File: config.mk
export PLATFORM = sky130hd
export DESIGN_NAME = nec_ir_frame_decoder_core
export DESIGN_NICKNAME = d
export VERILOG_FILES = /design/src/sv/necirfd_pkg.sv /design/src/sv/necirfd_front.sv /design/src/sv/necirfd_queue.sv /design/src/sv/necirfd_back.sv /design/src/sv/nec_ir_frame_decoder_core.sv
export SDC_FILE = /design/constraint.sdc
export NUM_CORES = 1
export LEC_CHECK = 0
export BUFFER_PORTS_ARGS = -buffer_cell sky130_fd_sc_hd__buf_2
export CAP_MARGIN = 40
export CORE_MARGIN = 3
export CORE_UTILIZATION = 27
export DETAILED_ROUTE_END_ITERATION = 10
export PLACE_DENSITY = 0.46
export SETUP_SLACK_MARGIN = 0.5
export SYNTH_ARGS = -nofsm -noshare
export SYNTH_HDL_FRONTEND = slang
export SYNTH_HIERARCHICAL = 1
export SYNTH_SLANG_ARGS = --single-unit
File: constraint.sdc
create_clock -name clock -period 5.4 [get_ports clock]
set_clock_uncertainty 0.05 [all_clocks]
set_input_delay 1.08 -clock clock [delete_from_list [all_inputs] [get_ports clock]]
set_output_delay 1.08 -clock clock [all_outputs]
set_load 0.05 [all_outputs]
File: src/sv/necirfd_pkg.sv
package necirfd_pkg;

   localparam int unsigned DUR_W     = 15;
   localparam int unsigned HALF_W    = 16;
   localparam int unsigned CFG_NUM   = 8;
   localparam int unsigned CFG_IDX_W = 3;
   localparam int unsigned COUNT_W   = 6;
   localparam int unsigned STATUS_W  = 2;

   localparam logic [COUNT_W-1:0] FRAME_SYMBOLS  = 6'd34;
   localparam logic [COUNT_W-1:0] REPEAT_SYMBOLS = 6'd2;
   localparam logic [COUNT_W-1:0] BIT_SYMBOLS    = 6'd32;
   localparam logic [COUNT_W-1:0] COUNT_MAX      = 6'd63;

   typedef enum logic [CFG_IDX_W-1:0] {
      CFG_MARGIN       = 3'd0,
      CFG_LEAD_MARK    = 3'd1,
      CFG_LEAD_SPACE   = 3'd2,
      CFG_REPEAT_MARK  = 3'd3,
      CFG_REPEAT_SPACE = 3'd4,
      CFG_BIT_MARK     = 3'd5,
      CFG_ZERO_SPACE   = 3'd6,
      CFG_ONE_SPACE    = 3'd7
   } cfg_index_type;

   typedef logic [DUR_W-1:0] dur_type;

   localparam dur_type CFG_RESET [CFG_NUM] = '{
      15'd200, 15'd9000, 15'd4500, 15'd9000, 15'd2250, 15'd560, 15'd560, 15'd1690
   };

   typedef enum logic [STATUS_W-1:0] {
      STATUS_DECODED  = 2'd0,
      STATUS_REPEAT   = 2'd1,
      STATUS_REJECTED = 2'd2
   } status_type;

   // classified symbol as it travels from front to back
   typedef struct packed {
      logic lead_ok;
      logic repeat_ok;
      logic one_ok;
      logic zero_ok;
      logic frame_end;
   } symbol_class_type;

   // lo < d < n + m, lo = n - m clamped at 0; d > n - m is tested as d + m > n
   function automatic logic fits(input dur_type d, input dur_type n, input dur_type m);
      logic [DUR_W:0] hi;
      logic [DUR_W:0] d_plus_m;
      logic           lt_hi;
      logic           gt_lo;
      hi       = {1'b0, n} + {1'b0, m};
      d_plus_m = {1'b0, d} + {1'b0, m};
      lt_hi    = {1'b0, d} < hi;
      gt_lo    = (n > m) ? (d_plus_m > {1'b0, n}) : (d != '0);
      return lt_hi && gt_lo;
   endfunction

endpackage

File: src/sv/necirfd_front.sv
module necirfd_front
   import necirfd_pkg::*;
(
   input  logic                 clock,
   input  logic                 reset,
   input  logic                 csr_we,
   input  logic [CFG_IDX_W-1:0] csr_index,
   input  logic [DUR_W-1:0]     csr_wdata,
   input  logic                 req_valid,
   output logic                 req_ready,
   input  logic [DUR_W-1:0]     req_mark_ticks,
   input  logic [DUR_W-1:0]     req_space_ticks,
   input  logic                 req_frame_end,
   input  logic                 q_full,
   output logic                 push_valid,
   output symbol_class_type     push_data
);

   dur_type cfg_ff [CFG_NUM];
   dur_type cfg_in [CFG_NUM];

   always_comb begin
      cfg_in = cfg_ff;
      if (csr_we) begin
         cfg_in[csr_index] = csr_wdata;
      end
   end

   always_ff @(posedge clock) begin
      if (reset) begin
         cfg_ff <= CFG_RESET;
      end else begin
         cfg_ff <= cfg_in;
      end
   end

   assign req_ready  = !q_full;
   assign push_valid = req_valid && !q_full;

   // all pair checks in parallel; the back decides which one counts
   always_comb begin
      push_data.lead_ok   = fits(req_mark_ticks, cfg_ff[CFG_LEAD_MARK], cfg_ff[CFG_MARGIN])
                         && fits(req_space_ticks, cfg_ff[CFG_LEAD_SPACE], cfg_ff[CFG_MARGIN]);
      push_data.repeat_ok = fits(req_mark_ticks, cfg_ff[CFG_REPEAT_MARK], cfg_ff[CFG_MARGIN])
                         && fits(req_space_ticks, cfg_ff[CFG_REPEAT_SPACE],
                                 cfg_ff[CFG_MARGIN]);
      push_data.one_ok    = fits(req_mark_ticks, cfg_ff[CFG_BIT_MARK], cfg_ff[CFG_MARGIN])
                         && fits(req_space_ticks, cfg_ff[CFG_ONE_SPACE], cfg_ff[CFG_MARGIN]);
      push_data.zero_ok   = fits(req_mark_ticks, cfg_ff[CFG_BIT_MARK], cfg_ff[CFG_MARGIN])
                         && fits(req_space_ticks, cfg_ff[CFG_ZERO_SPACE], cfg_ff[CFG_MARGIN]);
      push_data.frame_end = req_frame_end;
   end

endmodule

File: src/sv/necirfd_queue.sv
module necirfd_queue #(
   parameter int unsigned DEPTH = 4,
   parameter int unsigned WIDTH = 5
) (
   input  logic             clock,
   input  logic             reset,
   input  logic             push_valid,
   input  logic [WIDTH-1:0] push_data,
   output logic             full,
   input  logic             pop,
   output logic             not_empty,
   output logic [WIDTH-1:0] pop_data
);

   localparam int unsigned PTR_W = $clog2(DEPTH);
   localparam int unsigned CNT_W = $clog2(DEPTH + 1);

   logic [WIDTH-1:0] entry_ff [DEPTH];
   logic [PTR_W-1:0] wr_ptr_ff, wr_ptr_in;
   logic [PTR_W-1:0] rd_ptr_ff, rd_ptr_in;
   logic [CNT_W-1:0] count_ff, count_in;
   logic             do_push, do_pop;

   assign full      = (count_ff == CNT_W'(DEPTH));
   assign not_empty = (count_ff != '0);
   assign pop_data  = entry_ff[rd_ptr_ff];
   assign do_push   = push_valid && !full;
   assign do_pop    = pop && not_empty;

   always_comb begin
      wr_ptr_in = wr_ptr_ff;
      rd_ptr_in = rd_ptr_ff;
      count_in  = count_ff;
      if (do_push) begin
         wr_ptr_in = (wr_ptr_ff == PTR_W'(DEPTH - 1)) ? '0 : wr_ptr_ff + 1'b1;
      end
      if (do_pop) begin
         rd_ptr_in = (rd_ptr_ff == PTR_W'(DEPTH - 1)) ? '0 : rd_ptr_ff + 1'b1;
      end
      if (do_push && !do_pop) begin
         count_in = count_ff + 1'b1;
      end else if (do_pop && !do_push) begin
         count_in = count_ff - 1'b1;
      end
   end

   always_ff @(posedge clock) begin
      if (reset) begin
         wr_ptr_ff <= '0;
         rd_ptr_ff <= '0;
         count_ff  <= '0;
      end else begin
         wr_ptr_ff <= wr_ptr_in;
         rd_ptr_ff <= rd_ptr_in;
         count_ff  <= count_in;
      end
   end

   always_ff @(posedge clock) begin
      if (do_push) begin
         entry_ff[wr_ptr_ff] <= push_data;
      end
   end

   a_count_bound: assert property (@(posedge clock) disable iff (reset)
      count_ff <= CNT_W'(DEPTH))
      else $error("queue count beyond depth");

   a_pop_not_empty: assert property (@(posedge clock) disable iff (reset)
      pop |-> not_empty)
      else $error("pop from empty queue");

   a_count_track: assert property (@(posedge clock) disable iff (reset)
      (do_push && !do_pop) |=> count_ff == $past(count_ff) + 1'b1)
      else $error("queue count lost a push");

endmodule

File: src/sv/necirfd_back.sv
module necirfd_back
   import necirfd_pkg::*;
(
   input  logic                clock,
   input  logic                reset,
   input  logic                q_valid,
   input  symbol_class_type    q_data,
   output logic                q_pop,
   output logic                rsp_valid,
   input  logic                rsp_ready,
   output logic [STATUS_W-1:0] rsp_status,
   output logic [HALF_W-1:0]   rsp_address,
   output logic [HALF_W-1:0]   rsp_command
);

   logic [COUNT_W-1:0]  count_ff, count_in;
   logic [2*HALF_W-1:0] shift_ff, shift_in;
   logic                err_ff, err_in;
   logic                rep_ff, rep_in;
   logic [HALF_W-1:0]   last_addr_ff, last_addr_in;
   logic [HALF_W-1:0]   last_cmd_ff, last_cmd_in;
   logic                rsp_valid_ff, rsp_valid_in;
   status_type          status_ff, status_in;
   logic [HALF_W-1:0]   addr_ff, addr_in;
   logic [HALF_W-1:0]   cmd_ff, cmd_in;
   logic [COUNT_W-1:0]  len;
   logic [COUNT_W-1:0]  bit_idx;

   // a closing symbol needs a free output slot, other symbols never wait
   assign q_pop = q_valid && (!q_data.frame_end || !rsp_valid_ff || rsp_ready);

   assign bit_idx = count_ff - 1'b1;
   assign len     = (count_ff < COUNT_MAX) ? count_ff + 1'b1 : COUNT_MAX;

   always_comb begin
      count_in     = count_ff;
      shift_in     = shift_ff;
      err_in       = err_ff;
      rep_in       = rep_ff;
      last_addr_in = last_addr_ff;
      last_cmd_in  = last_cmd_ff;
      rsp_valid_in = rsp_valid_ff && !rsp_ready;
      status_in    = status_ff;
      addr_in      = addr_ff;
      cmd_in       = cmd_ff;
      if (q_pop) begin
         if (count_ff == '0) begin
            err_in = err_ff || !q_data.lead_ok;
            rep_in = q_data.repeat_ok;
         end else if (count_ff <= BIT_SYMBOLS) begin
            // a symbol fitting both widths counts as a one
            if (q_data.one_ok) begin
               shift_in[bit_idx[4:0]] = 1'b1;
            end else if (q_data.zero_ok) begin
               shift_in[bit_idx[4:0]] = 1'b0;
            end else begin
               err_in = 1'b1;
            end
         end
         if (!q_data.frame_end) begin
            count_in = len;
         end else begin
            rsp_valid_in = 1'b1;
            if (len == FRAME_SYMBOLS && !err_in) begin
               last_addr_in = shift_in[HALF_W-1:0];
               last_cmd_in  = shift_in[2*HALF_W-1:HALF_W];
               status_in    = STATUS_DECODED;
               addr_in      = shift_in[HALF_W-1:0];
               cmd_in       = shift_in[2*HALF_W-1:HALF_W];
            end else if (len == REPEAT_SYMBOLS && rep_in) begin
               status_in = STATUS_REPEAT;
               addr_in   = last_addr_ff;
               cmd_in    = last_cmd_ff;
            end else begin
               status_in = STATUS_REJECTED;
               addr_in   = '0;
               cmd_in    = '0;
            end
            count_in = '0;
            shift_in = '0;
            err_in   = 1'b0;
            rep_in   = 1'b0;
         end
      end
   end

   always_ff @(posedge clock) begin
      if (reset) begin
         count_ff     <= '0;
         shift_ff     <= '0;
         err_ff       <= 1'b0;
         rep_ff       <= 1'b0;
         last_addr_ff <= '0;
         last_cmd_ff  <= '0;
         rsp_valid_ff <= 1'b0;
      end else begin
         count_ff     <= count_in;
         shift_ff     <= shift_in;
         err_ff       <= err_in;
         rep_ff       <= rep_in;
         last_addr_ff <= last_addr_in;
         last_cmd_ff  <= last_cmd_in;
         rsp_valid_ff <= rsp_valid_in;
      end
   end

   always_ff @(posedge clock) begin
      status_ff <= status_in;
      addr_ff   <= addr_in;
      cmd_ff    <= cmd_in;
   end

   assign rsp_valid   = rsp_valid_ff;
   assign rsp_status  = status_ff;
   assign rsp_address = addr_ff;
   assign rsp_command = cmd_ff;

   a_end_clears: assert property (@(posedge clock) disable iff (reset)
      (q_pop && q_data.frame_end) |=> (count_ff == '0 && !err_ff && shift_ff == '0))
      else $error("frame state not cleared at frame end");

   a_no_overwrite: assert property (@(posedge clock) disable iff (reset)
      (q_pop && q_data.frame_end) |-> (!rsp_valid_ff || rsp_ready))
      else $error("result overwritten before it was taken");

   a_reject_zero: assert property (@(posedge clock) disable iff (reset)
      (rsp_valid_ff && status_ff == STATUS_REJECTED) |-> (addr_ff == '0 && cmd_ff == '0))
      else $error("rejected frame carries data");

   a_repeat_stored: assert property (@(posedge clock) disable iff (reset)
      (rsp_valid_ff && status_ff == STATUS_REPEAT)
         |-> (addr_ff == last_addr_ff && cmd_ff == last_cmd_ff))
      else $error("repeat result differs from stored frame");

endmodule

File: src/sv/nec_ir_frame_decoder_core.sv
// NEC infrared frame decoder.
// Input channel (req_*): one captured symbol per transaction - mark and space
// durations in ticks and req_frame_end on the last symbol of a frame.
// Output channel (rsp_*): one transaction per frame, on its closing symbol:
// status (decoded, repeat, rejected), 16-bit address and 16-bit command.
// csr_*: plain write port for the eight timing registers (margin, lead,
// repeat and bit widths); write only while no frame is in flight.
// Throughput: one symbol per cycle while the queue has room. The front checks
// a symbol against all nominal widths in the cycle it is accepted and pushes
// the verdict into a QUEUE_DEPTH-entry queue; the back pops one entry per
// cycle unless a closing symbol waits on the output, and updates the frame
// state. A closing symbol passes its queue entry, then the output register,
// to rsp_valid; later if stalled or if older symbols still wait in the queue.
// Stall: a held result stops the back at a closing symbol; symbols before it
// keep draining, and req_ready drops once the queue is full.
// Reset (synchronous, active high): timing registers return to their
// defaults, the frame state, stored address/command and queue are cleared.
module nec_ir_frame_decoder_core
   import necirfd_pkg::*;
#(
   parameter int unsigned QUEUE_DEPTH = 4
) (
   input  logic                 clock,
   input  logic                 reset,
   input  logic                 csr_we,
   input  logic [CFG_IDX_W-1:0] csr_index,
   input  logic [DUR_W-1:0]     csr_wdata,
   input  logic                 req_valid,
   output logic                 req_ready,
   input  logic [DUR_W-1:0]     req_mark_ticks,
   input  logic [DUR_W-1:0]     req_space_ticks,
   input  logic                 req_frame_end,
   output logic                 rsp_valid,
   input  logic                 rsp_ready,
   output logic [STATUS_W-1:0]  rsp_status,
   output logic [HALF_W-1:0]    rsp_address,
   output logic [HALF_W-1:0]    rsp_command
);

   symbol_class_type push_data;
   symbol_class_type head_data;
   logic             push_valid;
   logic             q_full;
   logic             q_valid;
   logic             q_pop;

   // front: timing registers and symbol classification
   necirfd_front u_front (
      .clock           (clock),
      .reset           (reset),
      .csr_we          (csr_we),
      .csr_index       (csr_index),
      .csr_wdata       (csr_wdata),
      .req_valid       (req_valid),
      .req_ready       (req_ready),
      .req_mark_ticks  (req_mark_ticks),
      .req_space_ticks (req_space_ticks),
      .req_frame_end   (req_frame_end),
      .q_full          (q_full),
      .push_valid      (push_valid),
      .push_data       (push_data)
   );

   // short queue of classified symbols
   necirfd_queue #(
      .DEPTH (QUEUE_DEPTH),
      .WIDTH ($bits(symbol_class_type))
   ) u_queue (
      .clock      (clock),
      .reset      (reset),
      .push_valid (push_valid),
      .push_data  (push_data),
      .full       (q_full),
      .pop        (q_pop),
      .not_empty  (q_valid),
      .pop_data   (head_data)
   );

   // back: frame counting, bit gathering, result register
   necirfd_back u_back (
      .clock       (clock),
      .reset       (reset),
      .q_valid     (q_valid),
      .q_data      (head_data),
      .q_pop       (q_pop),
      .rsp_valid   (rsp_valid),
      .rsp_ready   (rsp_ready),
      .rsp_status  (rsp_status),
      .rsp_address (rsp_address),
      .rsp_command (rsp_command)
   );

endmodule
==> results.yml, run 1 <==
synthesis:
  yosys.area_share.simple_pct: 17.2
  synth_top_family_by_area: "adder cells"
  proportion_of_synthesized_chip_area_in_sequential_cells_pct: 23.8
  postSynthRegisterBits: 256
  synth_xor_area_share_pct: 4.31
  ys_warn_count: 6
  synth.mux.area_fraction_pct: 0.684
  synth_top_cell_area_share_pct: 23.9
  postSynthCellCount: 2845
  post_synth_fa_ha_maj_area_fraction_pct: 24.7
  synth.distinct_cells: 98
  syn_avg_cell_area_um2: 8.35
  synth_largest_area_cell: "sky130_fd_sc_hd__ha_1"
  number_of_flops_mapped_to_enable_cells_by_yosys: 54
  synthArstFlopShare_pct: 0
  syn_nets: 3363
  synth_area_mm2: 0.0238
  synth_top_cells_by_count: "sky130_fd_sc_hd__ha_1 (454), sky130_fd_sc_hd__nand2_1 (270), sky130_fd_sc_hd__a21oi_1 (256)"
  post-synth-top-count-cell: "sky130_fd_sc_hd__ha_1"
  synthTopCellsByArea: "sky130_fd_sc_hd__ha_1 (24%), sky130_fd_sc_hd__dfxtp_1 (17%), sky130_fd_sc_hd__edfxtp_1 (6.8%), sky130_fd_sc_hd__a21oi_1 (5.4%), sky130_fd_sc_hd__nand2_1 (4.3%)"
  synth_compound_area_share_pct: 23.4
  postSynth.topFlopCell: "sky130_fd_sc_hd__dfxtp_1"
global_route:
  gr-total-overflow: 0
  grt.total_usage_pct: 17.4
  first_global_vias: 19900
  grt_pass1_wl_mm: 124
  initial_antenna_violation_count: 12
  maximum_number_of_pins_on_one_net_before_global_route_repair: 144
route:
  drt-initial-drc-count: 1337
  remaining_drc_errors: 0
  detailedRoute.firstPassIterationCount: 7
  drt-wirelength-per-cell_um: 20.0
  avgViaCountPerCell: 5.06
  final_antenna_net_count: 0
  finalWirelength_mm: 81.7
  detailroute.via_count: 20700
min_path:
  hp-class: "register to register"
finish:
  fin_cells: 4088
  area_delta_synth_final_pct: 12.3
  final_util_pct: 30.7
  nets: 3424
  drive_above_1_share_pct: 9.39
pwr:
  pwr-share-seq_pct: 32.6
  share_clk_of_total_power_pct: 28.6
  ir_worst_vdd_uv: 341
  static-leakage-power_uw: 0.0108
  power-per-cell-area_mw_per_mm2: 263
  switching_power_share_of_the_total_pct: 41.0
  internal-power_uw: 4140
  share_comb_of_total_power_pct: 38.8
  total_power_uw: 7030
  power.switching_uw: 2880
sta:
  timing.final.max_slew_violations: 0
  min_period_over_period_pct: 87.8
  worst_relative_slew_slack_pct: 37.3
  fin_setup_tns_ns: 0
  timing.final.hold_violations: 0
  period_minus_slack_ns: 4.74
  worst_max_slew_pin_slew_ns: 0.941
  clock.fmax_ghz: 0.211
  setup_viol_count_final: 0
  grt_setup_unrepaired: "no"
setup_path:
  criticalPathCategory: "register to register"
  cp_max_fo: 7
  critical_path_arrival_ns: 4.99
  critical_path_required_ns: 5.65
  setup.worst_path.end_class: "register"
  start_kind: "register"
clocking:
  cts_buffers: 28
  clockBufferDepth: 3
  clk_pin_slew_worst_paths_ns: 0.06
  htree_depth: 1
  postCtsHoldBufs: 0
  cts_tree: "done"
  tritoncts_num_sinks: 256
  cts_root_buffer: "sky130_fd_sc_hd__clkbuf_16"
  worstSkewPairLatency_ns: 0.57
placement:
  placed_cells: 4026
  detailed_placement_wirelength_estimate_mm: 64.7
  port_buffers: 89
  final_estimated_routing_congestion_in_global_placement: 0.896
die:
  initial_core_util_pct: 27.3
  num_rows: 108
  die-area_mm2: 0.0916
  fp.coreArea_mm2: 0.0870
  io_pins: 90
  die_height_um: 303
  chipWidth_um: 303
job:
  max_cap_violations: 0
outcome:
  outcome: "complete, no violations"
==> cell families (layout without fill, tap and decap cells) <==
family,Yosys count,count (layout)
simple gates,843,843
compound gates,825,825
fa+ha+maj,464,464
buf+inv,330,413
flops,256,256
xor+xnor,117,117
mux,10,10
other cells,0,5
==> area by class of cell <==
type,count,area (um2)
clock inverters,13,159
multi-input cells,2259,16800
flip-flops and latches,256,5670
repair buffers,156,991
diodes,5,12.5
fillers,9437,60300
well taps,1155,1450
inverters,205,792
clock buffers,39,782
==> through the flow <==
| step | setup WS [ns] | hold slack [ns] | area [um2] |
|---|---|---|---|
| finish | 0.658 | 0.409 | 26700 |
| detailed placement | 0.174 | 0.399 | 25600 |
| CTS | 0.621 | 0.410 | 26600 |
| floorplan | 0.962 | 0.376 | 23800 |
| global route | 0.470 | 0.435 | 26700 |
| global placement | 0.182 | 0.389 | 25500 |
==> layer usage <==
| layer | track usage (%) | wire length, um |
|---|---|---|
| met5 | 0 | 56 |
| met1 | 23.2 | 37800 |
| met3 | 2.20 | 3230 |
| met4 | 4.59 | 2430 |
| met2 | 29.5 | 38100 |
==> registers in the layout, summed over array words and instances (netlist names), 2 cells and up, named ones only <==
register	count
u_back/last_addr_ff	16
u_back/last_cmd_ff	16
u_back/shift_ff	32
u_queue/wr_ptr_ff	2
u_back/rsp_command	16
u_queue/entry_ff	20
u_back/rsp_address	16
u_back/count_ff	6
u_queue/count_ff	3
u_back/rsp_status	2
u_front/cfg_ff	120
u_queue/rd_ptr_ff	2
==> path summary, 6_finish.rpt <==
kind                                                          to  slack, ns                             start  cells past startpoint
worst min register to register  u_back/shift_ff[11]$_SDFFE_PP0P_       0.41  u_back/shift_ff[11]$_SDFFE_PP0P_                      2
worst min-delay path            u_back/shift_ff[11]$_SDFFE_PP0P_       0.41  u_back/shift_ff[11]$_SDFFE_PP0P_                      2
worst max-delay path            u_queue/entry_ff[0][4]$_DFFE_PP_       0.66  u_front/cfg_ff[107]$_SDFFE_PP0P_                     16
worst max register to register  u_queue/entry_ff[0][4]$_DFFE_PP_       0.66  u_front/cfg_ff[107]$_SDFFE_PP0P_                     16
==> power by group through the flow <==
stage / Clock, uW / Sequential [uW] / Combinational (uW)
floorplan: 0 / 2660 / 1570
global placement: 0 / 2340 / 2700
detailed placement: 0 / 2340 / 2700
CTS: 2060 / 2300 / 2720
global route: 2140 / 2310 / 2990
finish: 2010 / 2290 / 2730
==> cell usage in the layout (no fill, tap or decap), types with 10 or more instances in the layout <==
cell,n
sky130_fd_sc_hd__a2111oi_0,13
sky130_fd_sc_hd__a211o_1,31
sky130_fd_sc_hd__a211oi_1,52
sky130_fd_sc_hd__a211oi_2,11
sky130_fd_sc_hd__a21boi_0,10
sky130_fd_sc_hd__a21o_1,43
sky130_fd_sc_hd__a21oi_1,253
sky130_fd_sc_hd__a31oi_1,46
sky130_fd_sc_hd__a32oi_1,15
sky130_fd_sc_hd__and3_1,20
sky130_fd_sc_hd__buf_2,88
sky130_fd_sc_hd__buf_4,64
sky130_fd_sc_hd__clkbuf_16,28
sky130_fd_sc_hd__dfxtp_1,202
sky130_fd_sc_hd__edfxtp_1,54
sky130_fd_sc_hd__fa_1,10
sky130_fd_sc_hd__ha_1,453
sky130_fd_sc_hd__inv_1,199
sky130_fd_sc_hd__nand2_1,270
sky130_fd_sc_hd__nand2b_1,27
sky130_fd_sc_hd__nand3_1,81
sky130_fd_sc_hd__nand3b_1,19
sky130_fd_sc_hd__nand4_1,58
sky130_fd_sc_hd__nor2_1,197
sky130_fd_sc_hd__nor2b_1,32
sky130_fd_sc_hd__nor3_1,45
sky130_fd_sc_hd__nor4_1,22
sky130_fd_sc_hd__o211ai_1,29
sky130_fd_sc_hd__o21a_1,20
sky130_fd_sc_hd__o21ai_0,98
sky130_fd_sc_hd__o21ai_1,26
sky130_fd_sc_hd__o21bai_1,43
sky130_fd_sc_hd__o31ai_1,12
sky130_fd_sc_hd__or3_1,20
sky130_fd_sc_hd__xnor2_1,96
sky130_fd_sc_hd__xor2_1,18
==> worst max-delay path, cell delays in order (launching register included) <==
cell and delay [ns]:
sky130_fd_sc_hd__dfxtp_1 0.31, sky130_fd_sc_hd__inv_1 0.38, sky130_fd_sc_hd__ha_1 0.41, sky130_fd_sc_hd__a221oi_1 0.47
sky130_fd_sc_hd__nand3_1 0.13, sky130_fd_sc_hd__a21oi_1 0.29, sky130_fd_sc_hd__o221a_2 0.29, sky130_fd_sc_hd__a221oi_1 0.11
sky130_fd_sc_hd__xnor2_1 0.15, sky130_fd_sc_hd__ha_1 0.34, sky130_fd_sc_hd__nand4_1 0.14, sky130_fd_sc_hd__a211o_1 0.29
sky130_fd_sc_hd__a21oi_1 0.28, sky130_fd_sc_hd__a2111oi_0 0.11, sky130_fd_sc_hd__nor3_1 0.20, sky130_fd_sc_hd__o311ai_1 0.24
sky130_fd_sc_hd__and4_1 0.30
==> timing repair <==
| action | 4_1_cts | 5_1_grt |
|---|---|---|
| setup buffers | 0 | 5 |
| endpoints found under the setup margin | 8 | 16 |
| pin swaps | 0 | 2 |
| gates resized for setup | 2 | 18 |
Power figures use the tool's default switching activity.
==> inputs of run 2 (changes only) <==
--- a/config.mk
+++ b/config.mk
@@ -8,9 +8,10 @@
 export BUFFER_PORTS_ARGS = -buffer_cell sky130_fd_sc_hd__buf_2
 export CAP_MARGIN = 40
 export CORE_MARGIN = 3
-export CORE_UTILIZATION = 27
+export CORE_UTILIZATION = 60
 export DETAILED_ROUTE_END_ITERATION = 10
-export PLACE_DENSITY = 0.46
+export PLACE_DENSITY = 0.83
+export RECOVER_POWER = 100
 export SETUP_SLACK_MARGIN = 0.5
 export SYNTH_ARGS = -nofsm -noshare
 export SYNTH_HDL_FRONTEND = slang
==> run 2 against run 1 <==
- the run now ends with capacitance limit, slew limit left
- non-clock buffer count shrank 16
- first-iteration DRC count is 60% higher
- core utilization grew 35 points
- cell area fell by 3.5%
- largest cell class unchanged
==> results.yml, run 2 (synthesized netlist as in run 1, its figures left out) <==
outcome:
  outcome: "finished with violations"
  failing_checks: "capacitance limit, slew limit"
clocking:
  clk_pin_slew_worst_paths_ns: 0.07
  cts_buffers: 28
  worstSkewPairLatency_ns: 0.58
  cts_root_buffer: "sky130_fd_sc_hd__clkbuf_16"
  htree_depth: 1
  clockBufferDepth: 3
  cts_tree: "done"
  postCtsSetupRepairBufs: 0
  tritoncts_num_sinks: 256
  postCtsHoldBufs: 0
setup_path:
  critical_path_required_ns: 5.80
  cp_max_fo: 22
  timing.critical_path.from: "u_back/count_ff[0]$_SDFFE_PP0P_"
  crit_path_frequent_cell: "sky130_fd_sc_hd__a211oi_1"
  slowest_delay_ns: 1.98
  critical_path_arrival_ns: 5.33
  worst_path_max_delay_cell: "sky130_fd_sc_hd__a211oi_1"
  cp.buffers_inverters: 2
  start_kind: "register"
  criticalPathCategory: "register to register"
  r2r-start: "u_back/count_ff[0]$_SDFFE_PP0P_"
  top_family_by_delay_on_critical_path: "compound AO/OA/AOI/OAI gates"
  setup.worst_path.end_class: "register"
  crit_chain: "inv_1 > ha_1 > nor4b_4 > nor4_1 > a211oi_1 > clkbuf_2 > a31oi_1 > a211oi_1"
die:
  initial_core_util_pct: 61.1
  fp.coreArea_mm2: 0.0389
  chipWidth_um: 205
  die_height_um: 205
  die-area_mm2: 0.0420
  io_pins: 90
  num_rows: 72
sta:
  min_period_over_period_pct: 91.3
  grt_setup_unrepaired: "no"
  timing.final.hold_violations: 0
  period_minus_slack_ns: 4.93
  worst_max_slew_pin_slew_ns: 2.60
  setup_ws_ns: 0.468
  fin_setup_tns_ns: 0
  worst_relative_slew_slack_pct: -73.2
  timing.final.max_slew_violations: 306
  clock.fmax_ghz: 0.203
  setup_viol_count_final: 0
placement:
  dp_slack_ns: 0.126
  port_buffers: 89
  placed_cells: 3378
  dpl_cell_area_mm2: 0.0247
  detailed_placement_wirelength_estimate_mm: 59.1
  final_estimated_routing_congestion_in_global_placement: 1.00
global_route:
  grt_pass1_wl_mm: 118
  grt.total_usage_pct: 35.4
  initial_antenna_violation_count: 1
  gr-total-overflow: 0
  first_global_vias: 21400
  maximum_number_of_pins_on_one_net_before_global_route_repair: 124
job:
  max_cap_violations: 6
route:
  detailedRoute.firstPassIterationCount: 6
  detailroute.via_count: 22300
  avgViaCountPerCell: 6.51
  remaining_drc_errors: 0
  finalWirelength_mm: 77.1
  drt-initial-drc-count: 2139
  final_antenna_net_count: 0
  drt-wirelength-per-cell_um: 22.5
finish:
  nets: 3408
  fin_area_mm2: 0.0258
  area_used_by_multi_input_combinational_logic_mm2: 0.0168
  largest_register_ff_count: 120
  drive_above_1_share_pct: 7.18
  area.sequential_mm2: 0.00567
  most-common-layout-cells: "sky130_fd_sc_hd__ha_1 (454), sky130_fd_sc_hd__nand2_1 (270), sky130_fd_sc_hd__a21oi_1 (254)"
  largest_register: "u_front/cfg_ff"
  most_common_cell_after_layout_fill_and_taps_aside: "sky130_fd_sc_hd__ha_1"
  fin_cells: 3432
  area_delta_synth_final_pct: 8.38
  n_fill_cell: 3309
  largestRegisters: "u_front/cfg_ff (120), u_back/shift_ff (32), u_queue/entry_ff (20)"
pwr:
  static-leakage-power_uw: 0.0107
  power-per-cell-area_mw_per_mm2: 277
  ir_worst_vdd_uv: 270
  total_power_uw: 7140
min_path:
  hp-class: "register to register"
  hold_start: "u_back/shift_ff[21]$_SDFFE_PP0P_"
## run 2: changes by cell type in the layout (fill, tap and decap cells not counted), sizes merged
cell | previous run | this run
buf | 156 | 93
clkinvlp | 4 | 3
clkbuf | 39 | 82
bufinv | 4 | 7
diode | 5 | 2
inv | 203 | 205
## run 2: final timing paths
path / endpoint / slack [ns] / depth (start not counted)
max: u_back/last_cmd_ff[10]$_SDFFE_PP0P_ / 0.47 / 8
min: u_back/shift_ff[21]$_SDFFE_PP0P_ / 0.42 / 2
max reg2reg: u_back/last_cmd_ff[10]$_SDFFE_PP0P_ / 0.47 / 8
min reg2reg: u_back/shift_ff[21]$_SDFFE_PP0P_ / 0.42 / 2
## run 2: what timing repair did
action	4_1_cts	5_1_grt
gates resized for setup	1	18
setup endpoints to repair	4	16
cloned	0	0
pin swaps	0	1
## run 2: worst min-delay path: cells and delay by family (launching register included)
kind | cells | cell delay, ns
AOI/OAI and AO/OA | 1 | 0.06
and+or+nand+nor | 1 | 0.05
DFF | 1 | 0.34
## run 2: cell type report
cell class / count / area share (%)
multi-input combinational: 2259 / 65.3
clock inverter: 17 / 1.10
timing repair buffer: 140 / 3.06
inverter: 205 / 3.05
sequential: 256 / 22.0
antenna: 2 / 0.0194
clock buffer: 35 / 2.98
tap: 518 / 2.52
## run 2: per-layer routing
layer	vias up	track usage, %	wire, um
met5	-	0	13
met4	2	14.5	3740
met3	260	5.02	5830
met2	1104	60.0	35900
met1	10500	45.2	31600
li1	10500	-	-
## run 2: power by group
| part | switching [uW] | internal, uW |
|---|---|---|
| Sequential | 118 | 2170 |
| Clock | 860 | 1310 |
| Combinational | 1930 | 746 |
| Total | 2910 | 4230 |
## run 2: per-stage QoR
step / hold WS, ns / utilization, %
after CTS: 0.416 / 66.2
after global routing: 0.436 / 66.2
final: 0.420 / 66.2
after global placement: 0.389 / 63.3
after detailed placement: 0.401 / 63.5
after floorplan: 0.376 / -
